`src/design/sapm_pkg.sv`:
```
// sapm_pkg: shared constants and types for the SYN / ARP-reply packet monitor.
// No dependencies; used by sapm_srcmem, sapm_search and syn_arp_packet_monitor.

package sapm_pkg;

  // Source table geometry
  localparam int TABLE_DEPTH = 256;
  localparam int IDX_W       = (TABLE_DEPTH > 1) ? $clog2(TABLE_DEPTH) : 1;
  localparam int CNT_W       = $clog2(TABLE_DEPTH + 1);

  // Field widths
  localparam int FLAGS_W = 8;
  localparam int IP_W    = 32;
  localparam int ETYPE_W = 16;
  localparam int OPC_W   = 16;
  localparam int TOT_W   = 32;
  localparam int DIST_W  = 9;

  // Header codes
  localparam logic [FLAGS_W-1:0] FLAGS_SYN_ONLY = 8'h02;
  localparam logic [ETYPE_W-1:0] ETYPE_ARP      = 16'h0806;
  localparam logic [OPC_W-1:0]   ARP_OP_REPLY   = 16'd2;

  // Search request from the top level to the scan sequencer
  typedef struct packed {
    logic             start;
    logic [IP_W-1:0]  key;
    logic [CNT_W-1:0] count;
  } srch_req_t;

  // Search response, done pulses for one cycle
  typedef struct packed {
    logic done;
    logic found;
  } srch_rsp_t;

endpackage

```
`src/design/sapm_search.sv`:
```
// sapm_search: scan sequencer with one shared 32-bit comparator.
// Walks the stored entries one per cycle. Depends on sapm_pkg.

module sapm_search (
  input  logic                       clk,
  input  logic                       rst_n,
  input  sapm_pkg::srch_req_t        req,
  output sapm_pkg::srch_rsp_t        rsp,
  output logic                       rd_en,
  output logic [sapm_pkg::IDX_W-1:0] rd_addr,
  input  logic [sapm_pkg::IP_W-1:0]  rd_data
);

  localparam logic [1:0] S_IDLE  = 2'd0;
  localparam logic [1:0] S_SCAN  = 2'd1;
  localparam logic [1:0] S_DRAIN = 2'd2;

  logic [1:0]                 st_r, st_nxt;
  logic [sapm_pkg::CNT_W-1:0] idx_r, idx_nxt;
  logic [sapm_pkg::CNT_W-1:0] last_r, last_nxt;
  logic [sapm_pkg::IP_W-1:0]  key_r, key_nxt;
  logic                       cmp_vld_r, cmp_vld_nxt;
  logic                       found_r, found_nxt;
  logic                       hit;
  logic [sapm_pkg::CNT_W-1:0] idx_inc;

  // the shared compare unit: read data arrives in the cycle after its address
  assign hit     = cmp_vld_r && (rd_data == key_r);
  assign idx_inc = idx_r + sapm_pkg::CNT_W'(1);
  assign rd_en   = (st_r == S_SCAN);
  assign rd_addr = idx_r[sapm_pkg::IDX_W-1:0];

  always_comb begin
    st_nxt      = st_r;
    idx_nxt     = idx_r;
    last_nxt    = last_r;
    key_nxt     = key_r;
    found_nxt   = found_r;
    cmp_vld_nxt = 1'b0;
    rsp.done    = 1'b0;
    rsp.found   = 1'b0;
    case (st_r)
      S_IDLE: begin
        if (req.start) begin
          key_nxt   = req.key;
          last_nxt  = req.count;
          idx_nxt   = '0;
          found_nxt = 1'b0;
          st_nxt    = (req.count == '0) ? S_DRAIN : S_SCAN;
        end
      end
      S_SCAN: begin
        cmp_vld_nxt = 1'b1;
        idx_nxt     = idx_inc;
        found_nxt   = found_r | hit;
        if (idx_inc == last_r) begin
          st_nxt = S_DRAIN;
        end
      end
      S_DRAIN: begin
        rsp.done  = 1'b1;
        rsp.found = found_r | hit;
        st_nxt    = S_IDLE;
      end
      default: begin
        st_nxt = S_IDLE;
      end
    endcase
  end

  always_ff @(posedge clk) begin
    if (!rst_n) begin
      st_r      <= S_IDLE;
      cmp_vld_r <= 1'b0;
    end else begin
      st_r      <= st_nxt;
      cmp_vld_r <= cmp_vld_nxt;
    end
  end

  always_ff @(posedge clk) begin
    idx_r   <= idx_nxt;
    last_r  <= last_nxt;
    key_r   <= key_nxt;
    found_r <= found_nxt;
  end

endmodule

```
`config.mk`:
```
export PLATFORM = sky130hd
export DESIGN_NAME = sapm_search
export DESIGN_NICKNAME = d
export VERILOG_FILES = /design/src/design/sapm_pkg.sv /design/src/design/sapm_search.sv
export SDC_FILE = /design/constraint.sdc
export NUM_CORES = 1
export LEC_CHECK = 0
export ABC_AREA = 0
export BUFFER_PORTS_ARGS = -buffer_cell sky130_fd_sc_hd__buf_2
export CORE_MARGIN = 4
export CORE_UTILIZATION = 25
export DETAILED_ROUTE_END_ITERATION = 10
export RECOVER_POWER = 100
export SYNTH_ARGS = -nofsm -noshare
export SYNTH_HDL_FRONTEND = slang
export SYNTH_SLANG_ARGS = --single-unit
```
`constraint.sdc`:
```
create_clock -name clk -period 6.3 [get_ports clk]
set_input_delay 1.89 -clock clk [delete_from_list [all_inputs] [get_ports clk]]
set_output_delay 1.89 -clock clk [all_outputs]
set_load 0.05 [all_outputs]
```
==> results of run 1 <==
-- sequential cells by signal (all words and copies together), names as in the netlist --
name       count
found_r        1
idx_r          9
cmp_vld_r      1
key_r         32
last_r         9
st_r           2
-- per-layer routing --
layer	vias to the layer above	global-route usage, %
li1	769	-
met1	698	10.3
met2	62	13.9
met3	2	3.37
met4	0	1.92
met5	-	0
-- cells by family (layout without fill, tap and decap cells) --
kind of cell	after synthesis	count (layout)	share of synthesized area [%]
fa+ha+maj	1	1	0.515
mux	1	1	0.463
simple gates	48	48	11.3
xor+xnor	50	50	18.0
compound gates	4	4	1.34
buf+inv	11	97	2.93
flops	54	54	65.5
-- cell type report --
type	instances	area [um^2]
clock buffer	7	86.3
clock inverter	1	30.0
timing repair buffer	87	414
multi-input combinational	104	761
inverter	2	7.51
tap	129	161
sequential	54	1590
fill	1008	6320
-- worst max-delay path, cell delays in order --
cell      delay [ps]
buf_2            100
xor2_1           130
nor4_1           340
nand4_1          170
nor2_1           140
a41oi_1          130
nor2b_1          150
clkbuf_1         500
-- worst max-delay path by stage --
stage | startpoint | endpoint | slack (ps) | cells after the start
after floorplan | req[41] | found_r$_SDFFCE_PN0P_ | 410 | 2
after global placement | rd_data[9] | rsp[0] | 1020 | 8
after detailed placement | rd_data[9] | rsp[0] | 980 | 8
after CTS | rd_data[9] | rsp[0] | 980 | 8
after global routing | rd_data[9] | rsp[0] | 640 | 8
final | rd_data[9] | rsp[0] | 860 | 8
-- report_power, final --
part           switching (W)  internal (W)
registers          0.0000170      0.000425
logic              0.0000687     0.0000464
clock network       0.000111      0.000130
total               0.000197      0.000601
-- cell usage in the layout, fill, tap and decap left out, drive strengths merged, types with 2 or more instances in the layout --
master,count
buf,70
edfxtp,51
xor2,35
clkbuf,24
xnor2,15
nor2,10
nor4,9
nand2,6
nand4,4
nand3,4
and2,4
dfxtp,3
nor3,3
inv,2
nor2b,2
-- cells in the mapped netlist, drive strengths merged --
master / number / area, um^2
a21boi: 1 / 7.51
a41oi: 1 / 8.76
and2: 4 / 25.0
and3b: 1 / 8.76
and4: 1 / 11.3
buf: 8 / 60.1
clkbuf: 1 / 3.75
dfxtp: 3 / 60.1
edfxtp: 51 / 1530
ha: 1 / 12.5
inv: 2 / 7.51
mux2: 1 / 11.3
nand2: 6 / 22.5
nand2b: 1 / 6.26
nand3: 4 / 25.0
nand3b: 1 / 7.51
nand4: 4 / 25.0
nor2: 10 / 40.0
nor2b: 2 / 12.5
nor3: 3 / 20.0
nor3b: 1 / 7.51
nor4: 9 / 56.3
o31ai: 1 / 7.51
o41ai: 1 / 8.76
or2: 1 / 6.26
xnor2: 15 / 131
xor2: 35 / 307
-- through the flow --
| stage | hold slack (ps) | setup slack [ps] | instance area, um^2 |
|---|---|---|---|
| after floorplan | 515 | 405 | 2430 |
| after global placement | 543 | 1020 | 2970 |
| after detailed placement | 549 | 984 | 2970 |
| after CTS | 575 | 980 | 3090 |
| after global routing | 582 | 638 | 3050 |
| final | 560 | 856 | 3050 |
==> impl_metrics.tcl, run 1 <==
set metrics [dict create \
    status "complete, but fails checks" \
    failed_checks "capacitance limit, slew limit" \
    fin_crit_sh_pct 86.4 \
    r2r-start "st_r[0]$_SDFFE_PN0P_" \
    cts_hold_buf 0 \
    io_pins 87 \
    syn_nets 246 \
    critical_path.max_fanout 2 \
    total_power_w 0.000798 \
    endpoint_kind "output port" \
    finClkSkew_ps 6.68 \
    rsz0062_at_grt "no" \
    via_per_inst 3.99 \
    firstDrtPassIters 4 \
    drt_iter0_drc 67 \
    met1_length_mm 2.15 \
    dr_total_vias 1531 \
    track_usage_pct 8.38 \
    portBuffers 86 \
    met2_length_mm 2.33 \
    power_per_cell_area_nw_per_um2 261 \
    dpl.hpwl_mm 3.87 \
    finalHoldViolCount 0 \
    clk_latency_ps 300 \
    synth.distinct_cells 30 \
    cp.arrival_ps 3550 \
    r2r-end "key_r[6]$_DFFE_PP_" \
    synth-seq-cells 54 \
    die_w_um 107 \
    maxSlewViolCount 46 \
    worst_pin_slew_ps 1940 \
    ir_drop_mv 0.123 \
    initial_utilization_pct 25.9 \
    postSynthAreaPerCell_um2 14.4 \
    worst_setup_path_start_kind "input port" \
    maxCapViolCount 2 \
    tns_ps 0 \
    hold_start "st_r[1]$_SDFFE_PN0P_" \
    wl_mm 4.86 \
    post_cts_resized 0 \
    rows 35 \
    clock_sinks 54 \
    slew_headroom_pct -29.8 \
    antenna_cells 0 \
    syn2layout_area_growth_pct 25.5 \
    power.static_leakage_nw 1.15 \
    cts.path.max_buffers 2 \
    reg2regPathDepth 2 \
    layout.nets 331 \
    fin_util_pct 32.6 \
    cts_setup_buffers 0 \
    ant_nets 0 \
    wl_per_cell_um 12.7 \
    cp.required_ps 4410 \
    cts_buffers 5 \
    gr-total-overflow 0 \
    cts.reportedPaths.clkPinSlew_ps 90 \
    setup_viol 0 \
    synth.cell_area_um2 2430 \
    wl_met3_um 369 \
    yosys_warnings 0 \
    r2r_setup_slack_ps 2830 \
    fp.dieArea_um2 11400 \
    grt_pass1_vias 1575 \
    drc_errors 0 \
    cts_tree "built" \
    layout.cells.non_filler 384 \
    holdPathEnd "st_r[1]$_SDFFE_PN0P_" \
    fmax_ghz 0.184 \
    hp-class "register to register" \
    ys_seq_area_share_pct 65.5 \
    core_area_um2 9370 \
    antenna_found_initial 0 \
    hold_depth 1 \
    grt_pass1_wl_mm 7.33 \
    period_needed_ps 5440 \
    dieHeight_um 107 \
    htree_num_levels 2 \
    final_layout_size_suffix_gt1_share_pct 31.0 \
    synthCells 169 \
    grt_max_degree 29 \
    crit_type "input port to output port" \
    placed_cells 376 \
    cts_root_buf "clkbuf_8" \
    dr.max_layer_used "met4" \
    gp_congestion 0.755 \
]
(Power assumes the default switching activity.)
==> run 2, diff against run 1 <==
--- a/config.mk
+++ b/config.mk
@@ -10,7 +10,6 @@
 export CORE_MARGIN = 4
 export CORE_UTILIZATION = 25
 export DETAILED_ROUTE_END_ITERATION = 10
-export RECOVER_POWER = 100
 export SYNTH_ARGS = -nofsm -noshare
 export SYNTH_HDL_FRONTEND = slang
 export SYNTH_SLANG_ARGS = --single-unit
==> run 2 against run 1 <==
The flow now finishes without violations. Setup slack gained 230 ps. Die area stayed put. Clock-buffer cell count stayed put. Maximum frequency is 4.4% higher. Via count shrank 0.85%. Sequential power is essentially flat. First-iteration DRC count up 1.5%. Cell count is the same. Critical path depth unchanged. Register-to-register slack better by 1300 ps. Global-route usage stayed put. Largest cell class unchanged.
==> impl_metrics.tcl, run 2 (synthesized netlist as in run 1, its figures left out) <==
set metrics [dict create \
    cts_tree "built" \
    final_layout_size_suffix_gt1_share_pct 39.2 \
    rows 35 \
    finClkSkew_ps 8.50 \
    cts_hold_buf 0 \
    firstDrtPassIters 4 \
    layout.nets 331 \
    cp.arrival_ps 3320 \
    hold_depth 2 \
    top_regs "key_r: 32 flops, idx_r: 9 flops, last_r: 9 flops" \
    wl_per_cell_um 12.5 \
    initial_utilization_pct 25.9 \
    cts.path.max_buffers 2 \
    mostFrequentLayoutCells "buf_2 (86), edfxtp_1 (51), xor2_1 (35)" \
    fmax_ghz 0.192 \
    final_common_cell "buf_2" \
    fin_crit_sh_pct 82.8 \
    hold_start "found_r$_SDFFCE_PN0P_" \
    clock_sinks 54 \
    reg2regPathDepth 7 \
    num-fill-cells 996 \
    post_cts_resized 0 \
    power_per_cell_area_nw_per_um2 259 \
    cellInternalPower_w 0.000603 \
    power.static_leakage_nw 1.21 \
    core_area_um2 9370 \
    largest_reg_flops 32 \
    worst_setup_path_start_kind "input port" \
    syn2layout_area_growth_pct 27.0 \
    gr-total-overflow 0 \
    crit_type "input port to output port" \
    wl_mm 4.81 \
    power_frac_seq_pct 55.2 \
    clk_latency_ps 300 \
    pwr-share-comb_pct 14.8 \
    cts_setup_buffers 0 \
    antenna_cells 0 \
    r2r_setup_slack_ps 4170 \
    dr_total_vias 1518 \
    antenna_found_initial 0 \
    rsz0062_at_grt "no" \
    grt_pass1_wl_mm 7.33 \
    dieHeight_um 107 \
    portBuffers 86 \
    setup_viol 0 \
    worst_pin_slew_ps 1040 \
    grt_pass1_vias 1575 \
    drt_iter0_drc 68 \
    r2r-start "idx_r[0]$_SDFFCE_PN0P_" \
    gp_congestion 0.755 \
    switching_share_pct 24.6 \
    clockPowerShare_pct 30.0 \
    track_usage_pct 8.38 \
    cts.reportedPaths.clkPinSlew_ps 90 \
    ant_nets 0 \
    cts_buffers 5 \
    cp.required_ps 4410 \
    holdPathEnd "found_r$_SDFFCE_PN0P_" \
    via_per_inst 3.95 \
    dpl.hpwl_mm 3.87 \
    status "complete, no violations" \
    total_power_w 0.000800 \
    period_needed_ps 5210 \
    finalHoldViolCount 0 \
    die_w_um 107 \
    ir_drop_mv 0.122 \
    netSwitchingPower_w 0.000197 \
    htree_num_levels 2 \
    r2r-end "st_r[1]$_SDFFE_PN0P_" \
    cts_root_buf "clkbuf_8" \
    fp.dieArea_um2 11400 \
    grt_max_degree 29 \
    drc_errors 0 \
    top_register "key_r" \
    critical_path.max_fanout 2 \
    io_pins 87 \
    tns_ps 0 \
    endpoint_kind "output port" \
    maxSlewViolCount 0 \
    maxCapViolCount 0 \
    slew_headroom_pct 30.5 \
    hp-class "register to register" \
]
## run 2: changes by cell type in the layout (fill, tap and decap cells not counted), sizes merged
cell	previous run	this run
clkbuf	24	7
buf	70	87
## run 2: worst max-delay path: stages
cell	delay, ps
buf_2	100
xor2_1	130
nor4_1	340
nand4_1	170
nor2_1	140
a41oi_1	130
nor2b_1	140
buf_2	280
## run 2: cell type report
class                           instances  area, um^2  share of cell area, %
Tap cell                              129         161                   5.23
Inverter                                2        7.51                  0.243
Sequential cell                        54        1590                   51.5
Timing Repair Buffer                   87         438                   14.2
Multi-Input combinational cell        104         773                   25.0
Clock inverter                          1        30.0                  0.972
Clock buffer                            7        86.3                   2.80
## run 2: how the worst max path moves through the flow
stage / startpoint / endpoint / cells after the start
5_1_grt: rd_data[9] / rsp[0] / 8
6_report: rd_data[9] / rsp[0] / 8
4_1_cts: rd_data[9] / rsp[0] / 8
3_3_place_gp: rd_data[9] / rsp[0] / 8
2_1_floorplan: req[41] / found_r$_SDFFCE_PN0P_ / 2
3_5_place_dp: rd_data[9] / rsp[0] / 8
## run 2: power by group through the flow
stage / logic, W / clock network [W] / registers [W]
CTS: 0.000121 / 0.000252 / 0.000442
finish: 0.000118 / 0.000240 / 0.000442
detailed placement: 0.000121 / 0 / 0.000451
floorplan: 0.0000852 / 0 / 0.000447
global placement: 0.000119 / 0 / 0.000450
global route: 0.000131 / 0.000263 / 0.000446
## run 2: metrics by stage
step	area (um^2)	setup WS [ps]	util [%]	hold WS, ps	cells
3_5_place_dp	2970	984	31.7	549	376
3_3_place_gp	2970	1020	31.7	543	376
4_1_cts	3090	980	33.0	575	384
2_1_floorplan	2430	405	-	515	169
5_1_grt	3090	859	33.0	593	384
6_report	3090	1090	33.0	570	384
## run 2: routing by layer
metal / global-route usage [%] / up-vias / wire length (um)
met1: 10.3 / 689 / 2140
li1: - / 770 / -
met2: 13.9 / 57 / 2310
met3: 3.37 / 2 / 337
met5: 0 / - / 0
met4: 1.92 / 0 / 21
